==> config.mk <==
export PLATFORM = sky130hd
export DESIGN_NAME = integral_state_feedback_flat
export DESIGN_NICKNAME = d
export VERILOG_FILES = /design/src/isf_pkg.sv /design/src/isf_ifs.sv /design/src/isf_ctrl.sv /design/src/isf_dp.sv /design/src/integral_state_feedback.sv /design/src/flat_wrapper.sv
export SDC_FILE = /design/constraint.sdc
export NUM_CORES = 2
export LEC_CHECK = 0
export ABC_AREA = 1
export BUFFER_PORTS_ARGS = -buffer_cell sky130_fd_sc_hd__buf_2
export CAP_MARGIN = 20
export CORE_ASPECT_RATIO = 1.1
export CORE_UTILIZATION = 27
export DETAILED_ROUTE_END_ITERATION = 8
export PLACE_DENSITY = 0.42
export SLEW_MARGIN = 20
export SYNTH_ARGS = -nofsm -noshare
export SYNTH_HDL_FRONTEND = slang
export SYNTH_SLANG_ARGS = --single-unit
export TNS_END_PERCENT = 5
==> constraint.sdc <==
create_clock -name clk -period 9.85 [get_ports clk]
set_clock_uncertainty 0.15 [all_clocks]
set_input_delay 1.97 -clock clk [delete_from_list [all_inputs] [get_ports clk]]
set_output_delay 1.97 -clock clk [all_outputs]
set_load 0.05 [all_outputs]
==> src/isf_pkg.sv <==
// ----------------------------------------------------------------------------
// isf_pkg
// Shared types, constants and helpers for the integral state feedback block.
// ----------------------------------------------------------------------------
package isf_pkg;

  localparam int DATA_W      = 32;
  localparam int PERIOD_W    = 24;
  localparam int SLOT_W      = 4;
  localparam int CFG_IDX_W   = 2;
  localparam int NUM_TRACKED = 2;

  // Configuration register indexes.
  localparam logic [CFG_IDX_W-1:0] CFG_REF_FIRST     = 2'd0;
  localparam logic [CFG_IDX_W-1:0] CFG_REF_SECOND    = 2'd1;
  localparam logic [CFG_IDX_W-1:0] CFG_SAMPLE_PERIOD = 2'd2;

  localparam logic [PERIOD_W-1:0] PERIOD_RESET = 24'd167772;

  // Input command codes.
  localparam logic CMD_GAIN_WRITE = 1'b0;
  localparam logic CMD_ELEMENT    = 1'b1;

  localparam logic signed [63:0] S32_MAX = 64'sh0000_0000_7FFF_FFFF;
  localparam logic signed [63:0] S32_MIN = 64'shFFFF_FFFF_8000_0000;

  typedef struct packed {
    logic gain_wr;   // store a gain word from the input word
    logic elem_wr;   // store a state element from the input word
    logic op_load;   // load the multiplier operand register
    logic op_track;  // operand is a tracking error, else a state element
    logic mul_en;    // capture a product
    logic mul_step;  // multiply the tracking sum by the sample period
    logic acc_clr;
    logic acc_en;
    logic integ_wr;
    logic out_load;
  } dp_cmd_t;

  typedef struct packed {
    logic out_busy;
  } dp_stat_t;

  function automatic logic signed [31:0] sat32(input logic signed [63:0] v);
    logic signed [31:0] r;
    if (v > S32_MAX) begin
      r = 32'sh7FFF_FFFF;
    end else if (v < S32_MIN) begin
      r = 32'sh8000_0000;
    end else begin
      r = v[31:0];
    end
    return r;
  endfunction

endpackage

==> src/isf_ifs.sv <==
// ----------------------------------------------------------------------------
// isf channel interfaces
// Input, result and configuration channels with valid/ready handshakes.
// ----------------------------------------------------------------------------
interface isf_in_if;
  import isf_pkg::*;
  logic                     valid;
  logic                     ready;
  logic                     command;
  logic [SLOT_W-1:0]        gain_slot;
  logic signed [DATA_W-1:0] data_value;
  modport source (output valid, command, gain_slot, data_value, input ready);
  modport sink   (input valid, command, gain_slot, data_value, output ready);
endinterface

interface isf_out_if;
  import isf_pkg::*;
  logic                     valid;
  logic                     ready;
  logic signed [DATA_W-1:0] drive_value;
  logic                     drive_channel;
  logic                     last_drive;
  modport source (output valid, drive_value, drive_channel, last_drive, input ready);
  modport sink   (input valid, drive_value, drive_channel, last_drive, output ready);
endinterface

interface isf_cfg_if;
  import isf_pkg::*;
  logic                 valid;
  logic                 ready;
  logic [CFG_IDX_W-1:0] index;
  logic [DATA_W-1:0]    data;
  modport source (output valid, index, data, input ready);
  modport sink   (input valid, index, data, output ready);
endinterface

==> src/isf_ctrl.sv <==
// ----------------------------------------------------------------------------
// isf_ctrl
// Sequencer: accepts input words and steps the datapath through the
// tracking, integration and feedback multiply-accumulates per actuator.
// ----------------------------------------------------------------------------
module isf_ctrl #(
  parameter int NS = 4,
  parameter int NA = 2,
  parameter int CW = 2,
  parameter int AW = 1
) (
  input  logic              clk,
  input  logic              rst_n,
  input  logic              in_valid,
  input  logic              in_command,
  output logic              in_ready,
  output isf_pkg::dp_cmd_t  cmd,
  input  isf_pkg::dp_stat_t stat,
  output logic [CW-1:0]     elem_idx,
  output logic [CW-1:0]     term,
  output logic [AW-1:0]     act
);
  import isf_pkg::*;

  localparam logic [3:0] S_IDLE  = 4'd0;
  localparam logic [3:0] S_T_RD  = 4'd1;
  localparam logic [3:0] S_T_MUL = 4'd2;
  localparam logic [3:0] S_T_ACC = 4'd3;
  localparam logic [3:0] S_S_MUL = 4'd4;
  localparam logic [3:0] S_S_ADD = 4'd5;
  localparam logic [3:0] S_F_RD  = 4'd6;
  localparam logic [3:0] S_F_MUL = 4'd7;
  localparam logic [3:0] S_F_ACC = 4'd8;
  localparam logic [3:0] S_DRIVE = 4'd9;

  localparam logic [CW-1:0] LAST_ELEM = CW'(NS - 1);
  localparam logic [CW-1:0] LAST_TRK  = CW'(NUM_TRACKED - 1);
  localparam logic [AW-1:0] LAST_ACT  = AW'(NA - 1);

  logic [3:0]    state_r, state_nxt;
  logic [CW-1:0] cnt_r, cnt_nxt;
  logic [CW-1:0] term_r, term_nxt;
  logic [AW-1:0] act_r, act_nxt;
  logic          accept;

  assign in_ready = (state_r == S_IDLE);
  assign accept   = in_valid && in_ready;
  assign elem_idx = cnt_r;
  assign term     = term_r;
  assign act      = act_r;

  always_comb begin
    state_nxt = state_r;
    cnt_nxt   = cnt_r;
    term_nxt  = term_r;
    act_nxt   = act_r;
    cmd       = '0;
    case (state_r)
      S_IDLE: begin
        if (accept) begin
          if (in_command == CMD_GAIN_WRITE) begin
            cmd.gain_wr = 1'b1;
          end else begin
            cmd.elem_wr = 1'b1;
            if (cnt_r == LAST_ELEM) begin
              cnt_nxt     = '0;
              act_nxt     = '0;
              term_nxt    = '0;
              cmd.acc_clr = 1'b1;
              state_nxt   = S_T_RD;
            end else begin
              cnt_nxt = cnt_r + 1'b1;
            end
          end
        end
      end
      S_T_RD: begin
        cmd.op_load  = 1'b1;
        cmd.op_track = 1'b1;
        state_nxt    = S_T_MUL;
      end
      S_T_MUL: begin
        cmd.mul_en = 1'b1;
        state_nxt  = S_T_ACC;
      end
      S_T_ACC: begin
        cmd.acc_en = 1'b1;
        if (term_r == LAST_TRK) begin
          state_nxt = S_S_MUL;
        end else begin
          term_nxt  = term_r + 1'b1;
          state_nxt = S_T_RD;
        end
      end
      S_S_MUL: begin
        cmd.mul_en   = 1'b1;
        cmd.mul_step = 1'b1;
        state_nxt    = S_S_ADD;
      end
      S_S_ADD: begin
        cmd.integ_wr = 1'b1;
        cmd.acc_clr  = 1'b1;
        term_nxt     = '0;
        state_nxt    = S_F_RD;
      end
      S_F_RD: begin
        cmd.op_load = 1'b1;
        state_nxt   = S_F_MUL;
      end
      S_F_MUL: begin
        cmd.mul_en = 1'b1;
        state_nxt  = S_F_ACC;
      end
      S_F_ACC: begin
        cmd.acc_en = 1'b1;
        if (term_r == LAST_ELEM) begin
          state_nxt = S_DRIVE;
        end else begin
          term_nxt  = term_r + 1'b1;
          state_nxt = S_F_RD;
        end
      end
      S_DRIVE: begin
        // Hold here until the output register can take the word.
        if (!stat.out_busy) begin
          cmd.out_load = 1'b1;
          if (act_r == LAST_ACT) begin
            state_nxt = S_IDLE;
          end else begin
            act_nxt     = act_r + 1'b1;
            term_nxt    = '0;
            cmd.acc_clr = 1'b1;
            state_nxt   = S_T_RD;
          end
        end
      end
      default: begin
        state_nxt = S_IDLE;
      end
    endcase
  end

  always_ff @(posedge clk) begin
    if (!rst_n) begin
      state_r <= S_IDLE;
      cnt_r   <= '0;
      term_r  <= '0;
      act_r   <= '0;
    end else begin
      state_r <= state_nxt;
      cnt_r   <= cnt_nxt;
      term_r  <= term_nxt;
      act_r   <= act_nxt;
    end
  end

endmodule

==> src/isf_dp.sv <==
// ----------------------------------------------------------------------------
// isf_dp
// Datapath: gain memory, sample store, configuration registers, one shared
// multiplier with accumulator, integrators and the output register.
// ----------------------------------------------------------------------------
module isf_dp #(
  parameter int NS = 4,
  parameter int NA = 2,
  parameter int CW = 2,
  parameter int AW = 1
) (
  input  logic                             clk,
  input  logic                             rst_n,
  input  isf_pkg::dp_cmd_t                 cmd,
  output isf_pkg::dp_stat_t                stat,
  input  logic [CW-1:0]                    elem_idx,
  input  logic [CW-1:0]                    term,
  input  logic [AW-1:0]                    act,
  input  logic [isf_pkg::SLOT_W-1:0]       gain_slot,
  input  logic signed [isf_pkg::DATA_W-1:0] data_value,
  isf_cfg_if.sink                          cfg_ch,
  isf_out_if.source                        out_ch
);
  import isf_pkg::*;

  localparam int GW    = NA * NS + NA * NUM_TRACKED;
  localparam int GAW   = $clog2(GW);
  localparam int ACC_W = 48 + $clog2(NS) + 1;

  localparam logic [31:0]    GW_32  = 32'(GW);
  localparam logic [GAW-1:0] NS_G   = GAW'(NS);
  localparam logic [GAW-1:0] TRK_G  = GAW'(NUM_TRACKED);
  localparam logic [GAW-1:0] TBASE  = GAW'(NA * NS);
  localparam logic [AW-1:0]  LAST_A = AW'(NA - 1);

  logic signed [DATA_W-1:0]   gain_mem [GW];
  logic signed [DATA_W-1:0]   gain_rd_r;
  logic signed [DATA_W-1:0]   sample_r [NS];
  logic signed [DATA_W-1:0]   ref0_r, ref1_r;
  logic [PERIOD_W-1:0]        period_r;
  logic signed [DATA_W-1:0]   operand_r;
  logic signed [63:0]         prod_r;
  logic signed [ACC_W-1:0]    acc_r;
  logic signed [DATA_W-1:0]   integ_r [NA];
  logic                       out_valid_r;
  logic signed [DATA_W-1:0]   out_value_r;
  logic                       out_chan_r;
  logic                       out_last_r;

  logic                       slot_ok;
  logic [GAW-1:0]             wr_addr, rd_addr;
  logic signed [DATA_W-1:0]   x_sel, ref_sel, err;
  logic signed [DATA_W-1:0]   mul_a, mul_b;
  logic signed [63:0]         integ_sum, drive_sum;

  assign cfg_ch.ready = 1'b1;

  // Gain memory: one write port, one registered read port.
  assign slot_ok = {{(32 - SLOT_W){1'b0}}, gain_slot} < GW_32;
  assign wr_addr = GAW'(gain_slot);
  assign rd_addr = cmd.op_track ? (TBASE + GAW'(act) * TRK_G + GAW'(term))
                                : (GAW'(act) * NS_G + GAW'(term));

  always_ff @(posedge clk) begin
    if (cmd.gain_wr && slot_ok) begin
      gain_mem[wr_addr] <= data_value;
    end
    gain_rd_r <= gain_mem[rd_addr];
  end

  always_ff @(posedge clk) begin
    if (cmd.elem_wr) begin
      sample_r[elem_idx] <= data_value;
    end
  end

  always_ff @(posedge clk) begin
    if (!rst_n) begin
      ref0_r   <= '0;
      ref1_r   <= '0;
      period_r <= PERIOD_RESET;
    end else if (cfg_ch.valid) begin
      case (cfg_ch.index)
        CFG_REF_FIRST:     ref0_r   <= cfg_ch.data;
        CFG_REF_SECOND:    ref1_r   <= cfg_ch.data;
        CFG_SAMPLE_PERIOD: period_r <= cfg_ch.data[PERIOD_W-1:0];
        default: begin
        end
      endcase
    end
  end

  // Tracking error, saturated, for the tracked state selected by term.
  assign x_sel   = sample_r[term];
  assign ref_sel = term[0] ? ref1_r : ref0_r;
  assign err     = sat32(64'(ref_sel) - 64'(x_sel));

  assign mul_a = cmd.mul_step ? sat32(64'(acc_r)) : gain_rd_r;
  assign mul_b = cmd.mul_step ? $signed({{(DATA_W - PERIOD_W){1'b0}}, period_r}) : operand_r;

  always_ff @(posedge clk) begin
    if (cmd.op_load) begin
      operand_r <= cmd.op_track ? err : x_sel;
    end
    if (cmd.mul_en) begin
      prod_r <= 64'(mul_a) * 64'(mul_b);
    end
    if (cmd.acc_clr) begin
      acc_r <= '0;
    end else if (cmd.acc_en) begin
      acc_r <= acc_r + ACC_W'(prod_r >>> 16);
    end
  end

  // Integration step uses the product of the tracking sum and sample period.
  assign integ_sum = 64'(integ_r[act]) + (prod_r >>> 24);
  assign drive_sum = 64'(integ_r[act]) - 64'(acc_r);

  always_ff @(posedge clk) begin
    if (!rst_n) begin
      for (int i = 0; i < NA; i++) begin
        integ_r[i] <= '0;
      end
    end else if (cmd.integ_wr) begin
      integ_r[act] <= sat32(integ_sum);
    end
  end

  always_ff @(posedge clk) begin
    if (!rst_n) begin
      out_valid_r <= 1'b0;
    end else if (cmd.out_load) begin
      out_valid_r <= 1'b1;
    end else if (out_ch.ready) begin
      out_valid_r <= 1'b0;
    end
  end

  always_ff @(posedge clk) begin
    if (cmd.out_load) begin
      out_value_r <= sat32(drive_sum);
      out_chan_r  <= act[0];
      out_last_r  <= (act == LAST_A);
    end
  end

  assign stat.out_busy        = out_valid_r && !out_ch.ready;
  assign out_ch.valid         = out_valid_r;
  assign out_ch.drive_value   = out_value_r;
  assign out_ch.drive_channel = out_chan_r;
  assign out_ch.last_drive    = out_last_r;

endmodule

==> src/integral_state_feedback.sv <==
// A gain word or a non-final state element is taken while the block stays idle.
// The final element of a sample steps every actuator in turn through the
// single shared multiplier, which does each multiply-accumulate in three steps;
// input waits until the last drive word is loaded, and a busy output stalls it.
// Reset clears the integrators and element counter and restores the register
// defaults; gain words and stored elements are undefined until written.
// ----------------------------------------------------------------------------
// integral_state_feedback
// State feedback with integral action in signed Q16.16: integrates weighted
// tracking errors per actuator and emits integrator minus state feedback.
// ----------------------------------------------------------------------------
module integral_state_feedback #(
  parameter int NUM_STATE_ELEMENTS = 4,
  parameter int NUM_ACTUATORS      = 2
) (
  input  logic      clk,
  input  logic      rst_n,
  isf_in_if.sink    in_ch,
  isf_out_if.source out_ch,
  isf_cfg_if.sink   cfg_ch
);
  import isf_pkg::*;

  localparam int CW = $clog2(NUM_STATE_ELEMENTS);
  localparam int AW = (NUM_ACTUATORS > 1) ? $clog2(NUM_ACTUATORS) : 1;

  dp_cmd_t       cmd;
  dp_stat_t      stat;
  logic [CW-1:0] elem_idx;
  logic [CW-1:0] term;
  logic [AW-1:0] act;
  logic          in_ready;

  assign in_ch.ready = in_ready;

  isf_ctrl #(
    .NS (NUM_STATE_ELEMENTS),
    .NA (NUM_ACTUATORS),
    .CW (CW),
    .AW (AW)
  ) u_ctrl (
    .clk        (clk),
    .rst_n      (rst_n),
    .in_valid   (in_ch.valid),
    .in_command (in_ch.command),
    .in_ready   (in_ready),
    .cmd        (cmd),
    .stat       (stat),
    .elem_idx   (elem_idx),
    .term       (term),
    .act        (act)
  );

  isf_dp #(
    .NS (NUM_STATE_ELEMENTS),
    .NA (NUM_ACTUATORS),
    .CW (CW),
    .AW (AW)
  ) u_dp (
    .clk        (clk),
    .rst_n      (rst_n),
    .cmd        (cmd),
    .stat       (stat),
    .elem_idx   (elem_idx),
    .term       (term),
    .act        (act),
    .gain_slot  (in_ch.gain_slot),
    .data_value (in_ch.data_value),
    .cfg_ch     (cfg_ch),
    .out_ch     (out_ch)
  );

endmodule

==> src/flat_wrapper.sv <==
// flat-port wrapper written by rule: the top's interface ports become plain ports
module integral_state_feedback_flat import isf_pkg::*;
#(
  parameter int NUM_STATE_ELEMENTS = 4,
  parameter int NUM_ACTUATORS      = 2
)
  (clk, rst_n, in_ch_valid, in_ch_command, in_ch_gain_slot, in_ch_data_value, in_ch_ready, out_ch_valid, out_ch_drive_value, out_ch_drive_channel, out_ch_last_drive, out_ch_ready, cfg_ch_valid, cfg_ch_index, cfg_ch_data, cfg_ch_ready);
  isf_in_if in_ch_i ();
  isf_out_if out_ch_i ();
  isf_cfg_if cfg_ch_i ();
  input  logic clk;
  input  logic rst_n;
  input wire logic [$bits(in_ch_i.valid)-1:0] in_ch_valid;
  input wire logic [$bits(in_ch_i.command)-1:0] in_ch_command;
  input wire logic [$bits(in_ch_i.gain_slot)-1:0] in_ch_gain_slot;
  input wire logic [$bits(in_ch_i.data_value)-1:0] in_ch_data_value;
  output wire logic [$bits(in_ch_i.ready)-1:0] in_ch_ready;
  output wire logic [$bits(out_ch_i.valid)-1:0] out_ch_valid;
  output wire logic [$bits(out_ch_i.drive_value)-1:0] out_ch_drive_value;
  output wire logic [$bits(out_ch_i.drive_channel)-1:0] out_ch_drive_channel;
  output wire logic [$bits(out_ch_i.last_drive)-1:0] out_ch_last_drive;
  input wire logic [$bits(out_ch_i.ready)-1:0] out_ch_ready;
  input wire logic [$bits(cfg_ch_i.valid)-1:0] cfg_ch_valid;
  input wire logic [$bits(cfg_ch_i.index)-1:0] cfg_ch_index;
  input wire logic [$bits(cfg_ch_i.data)-1:0] cfg_ch_data;
  output wire logic [$bits(cfg_ch_i.ready)-1:0] cfg_ch_ready;
  assign in_ch_i.valid = in_ch_valid;
  assign in_ch_i.command = in_ch_command;
  assign in_ch_i.gain_slot = in_ch_gain_slot;
  assign in_ch_i.data_value = in_ch_data_value;
  assign in_ch_ready = in_ch_i.ready;
  assign out_ch_valid = out_ch_i.valid;
  assign out_ch_drive_value = out_ch_i.drive_value;
  assign out_ch_drive_channel = out_ch_i.drive_channel;
  assign out_ch_last_drive = out_ch_i.last_drive;
  assign out_ch_i.ready = out_ch_ready;
  assign cfg_ch_i.valid = cfg_ch_valid;
  assign cfg_ch_i.index = cfg_ch_index;
  assign cfg_ch_i.data = cfg_ch_data;
  assign cfg_ch_ready = cfg_ch_i.ready;
  integral_state_feedback #(.NUM_STATE_ELEMENTS(NUM_STATE_ELEMENTS), .NUM_ACTUATORS(NUM_ACTUATORS)) u_core (.clk(clk), .rst_n(rst_n), .in_ch(in_ch_i), .out_ch(out_ch_i), .cfg_ch(cfg_ch_i));
endmodule
==> metrics.md <==
| Metric | Value |
|---|---|
| Starting Density | ~27% |
| Worst Path Max Fanout | 30 |
| DRC viols | 0 |
| Final slew viol count | 0 |
| Hold-critical path depth | 2 |
| Vias in the first global route | 67103 |
| Final period utilization | 95.55% |
| Max Freq | 106.3 MHz |
| FF-to-FF Start | u_core.u_dp.acc_r[49] |
| CTS buffer count | 100 |
| Most common cell on crit path | fa_1 |
| I/O pin count | 113 |
| Req. time, crit path | 10.11 ns |
| Ys flop type | edfxtp_1 |
| Detailed-route wire length per cell | 23.34 µm |
| Largest net degree at the start of global routing | 139 |
| Post-synth top area cell | fa_1 |
| Synthesized area per cell | about 9 µm² |
| Leading cell type in the layout, fill and taps excluded | nand2_1 |
| Seq cells post-synth | a little under 900 |
| Crit. End Element | flip-flop |
| Hold wc startpoint | u_core.u_dp.period_r[1] |
| Syn nets | 10865 |
| Crit path arrival time | 9.67 ns |
| Fin area | 92010 µm² |
| Area after DPL | 88640 µm² |
| Clock slew at reported path FFs | 0.06 ns |
| Worst path max stage delay | 0.62 ns |
| EDFF count, synth | approximately 700 |
| Synth area leaders | fa_1 (26%), edfxtp_1 (25%), nand2_1 (8.4%), inv_1 (7.5%), ha_1 (5.5%) |
| Setup TNS | 0 ns |
| Vias after detailed routing | 64928 |
| Cells after synthesis | approximately 9300 |
| First DRT Iteration DRCs | 4526 |
| Area grow syn2layout | 12.10% |
| WHS | between 0.3 and 0.4 ns |
| Die W | 527.7 µm |
| WHS Endpoint | u_core.u_dp.period_r[1] |
| Antenna viol nets, final | 0 |
| Relative slew slack | 30.33% |
| Grt total ovfl | 0 |
| CTS H-Tree Depth | 3 |
| Worst slew pin tran | 1.045 ns |
| CTS tree | yes |
| Total of max-cap violations | 0 |
| Final weighted congestion in routability-driven placement | between 0.9 and 1 |
| Global-route wire length before repair | 461.3 mm |
| Nets | 10967 |
| Crit Path Category | reg2reg |
| Clock Tree Root | clkbuf_16 |
| Number of placement rows | 211 |
| Hold WC Path Type | reg2reg |
| Total wire length | 317.1 mm |
| Layout fillers | 32201 |
| Status | complete, no violations |
| GRT Overall Usage | 20.56% |
| Clk_lat worst skew | 0.73 ns |
| Post-layout min period | 9.412 ns |
| Total clock sinks | between 800 and 900 |
| Synthesized area | 82080 µm² |
| CP Launch Type | flip-flop |
| Ys Warns | 0 |
| Die Y-Extent | 580.3 µm |
| CP max stage cell | fa_1 |
| Synth cell types | 68 |
| Initial antenna violation count | 20 |
| R2R cell count | 32 |
| Sequential cell area fraction in the yosys report | 29.70% |
| Synth async-reset ratio | 0% |
| DRT Pass-1 Iters | 6 |
| Layout cell share with drive strength beyond 1 | 8.265% |
| Hold Violations, Final | 0 |
| Setup slack, reg-to-reg | 0.44 ns |
| Core Footprint | about 300000 µm² |
| Setup-failing EPs final | 0 |
| # hold bufs at CTS | 0 |
| Largest buffer count on any clock path | 3 |
| Commonest non-fill, non-tap cells in the layout | nand2_1 (1843), inv_1 (1636), nor2_1 (1103) |
| RSZ-0062 raised after global routing | false |
| Die area | about 310000 µm² |
| Post-DP HPWL | 251.6 mm |
| Worst reg2reg path endpoint | u_core.u_dp.prod_r[50] |
| Post-synth top area share | 26.46% |
| Via/cell ratio | between 4 and 5 |
| Port Buffers | ~110 |
==> per-layer routing <==
metal / global-route usage [%] / vias to the layer above / wire length (µm)
met5: 0 / - / 45
li1: - / 29772 / -
met2: 34.84 / 1820 / 152400
met1: 26.89 / 32925 / 137100
met4: 8.045 / 6 / 14040
met3: 1.924 / 405 / 13560
==> synth_stat cells (all sizes together), types with 33 or more instances <==
| cell type | count |
|---|---|
| xor2 | 120 |
| a21oi | 487 |
| o21ai | 434 |
| nor2 | 1150 |
| a21o | 33 |
| o211ai | 55 |
| ha | 360 |
| a32o | 55 |
| o221ai | 68 |
| buf | 70 |
| nand4 | 59 |
| nor3 | 52 |
| clkbuf | 284 |
| nand2 | 1893 |
| edfxtp | 689 |
| fa | 1085 |
| inv | 1683 |
| a31oi | 72 |
| xnor2 | 46 |
| or2 | 38 |
| dfxtp | 184 |
| nand3 | 221 |
==> state kept, by name, summed over array words and instances, names as in the netlist, named ones only <==
register	count
u_core.u_dp.gain_rd_r	32
u_core.u_dp.gain_mem	384
u_core.u_ctrl.term	2
u_core.u_ctrl.elem_idx	2
u_core.u_dp.operand_r	32
u_core.u_dp.integ_r	64
u_core.u_dp.ref1_r	32
u_core.u_dp.out_ch.last_drive	1
u_core.u_dp.prod_r	48
u_core.u_dp.out_ch.valid	1
u_core.u_ctrl.act	1
u_core.u_dp.ref0_r	32
u_core.u_dp.period_r	24
u_core.u_dp.out_ch.drive_value	32
u_core.u_dp.acc_r	51
u_core.u_dp.sample_r	128
u_core.u_ctrl.state_r	4
==> cell families after synthesis <==
kind of cell / count (synthesis) / share of synthesized area (%)
other: 1 / 0.004569
DFF: 873 / 29.70
and+or+nand+nor: 3460 / 17.02
muxes: 32 / 0.4375
AOI/OAI and AO/OA: 1322 / 9.579
xor gates and xnor gates: 166 / 1.771
buffers and inverters: 2045 / 9.537
adders and majority gates: 1445 / 31.95
==> area by class of cell <==
type / count / area [µm²] / area share [%]
clock inverters: 63 / 685.7 / 0.7452
diodes: 5 / 12.51 / 0.01360
repair buffers: 354 / 2675 / 2.907
inverters: 1691 / 6356 / 6.908
flip-flops and latches: 873 / 24380 / 26.50
multi-input cells: 6426 / 50190 / 54.54
clock buffers: 127 / 2654 / 2.884
well taps: 4047 / 5064 / 5.503
==> worst max-delay path, delay by kind of cell, from the launching register on <==
kind | cells | cell delay, ns
flops | 1 | 0.37
compound gates | 1 | 0.25
simple gates | 15 | 2.39
buf+inv | 7 | 1.35
fa+ha+maj | 9 | 4.54
==> per-stage QoR <==
stage	cells	setup slack [ns]	util [%]
finish	13586	0.4385	30.52
detailed placement	13391	0.1565	29.40
floorplan	9344	1.281	-
global placement	13390	0.2462	29.40
global route	13581	0.006360	30.51
CTS	13581	0.1253	30.51
==> worst max path at each step <==
| stage | cells after the start | slack (ns) | endpoint | from |
|---|---|---|---|---|
| CTS | 28 | 0.13 | u_core.u_dp.prod_r[50] | u_core.u_dp.acc_r[50] |
| finish | 32 | 0.44 | u_core.u_dp.prod_r[50] | u_core.u_dp.acc_r[49] |
| global route | 38 | 0.006 | u_core.u_dp.prod_r[45] | u_core.u_dp.acc_r[49] |
| detailed placement | 28 | 0.16 | u_core.u_dp.prod_r[50] | u_core.u_dp.acc_r[50] |
| global placement | 32 | 0.25 | u_core.u_dp.prod_r[50] | u_core.u_dp.acc_r[50] |
| floorplan | 30 | 1.28 | u_core.u_dp.prod_r[61] | u_core.u_ctrl.state_r[2] |
==> what timing repair did <==
action                     4_1_cts  5_1_grt
gates resized for setup          0        6
setup endpoints to repair        0        6
buffers inserted                 0        0
Power is not shown: default switching activity piles up to over one toggle a cycle in this logic, so the estimate is an artifact.
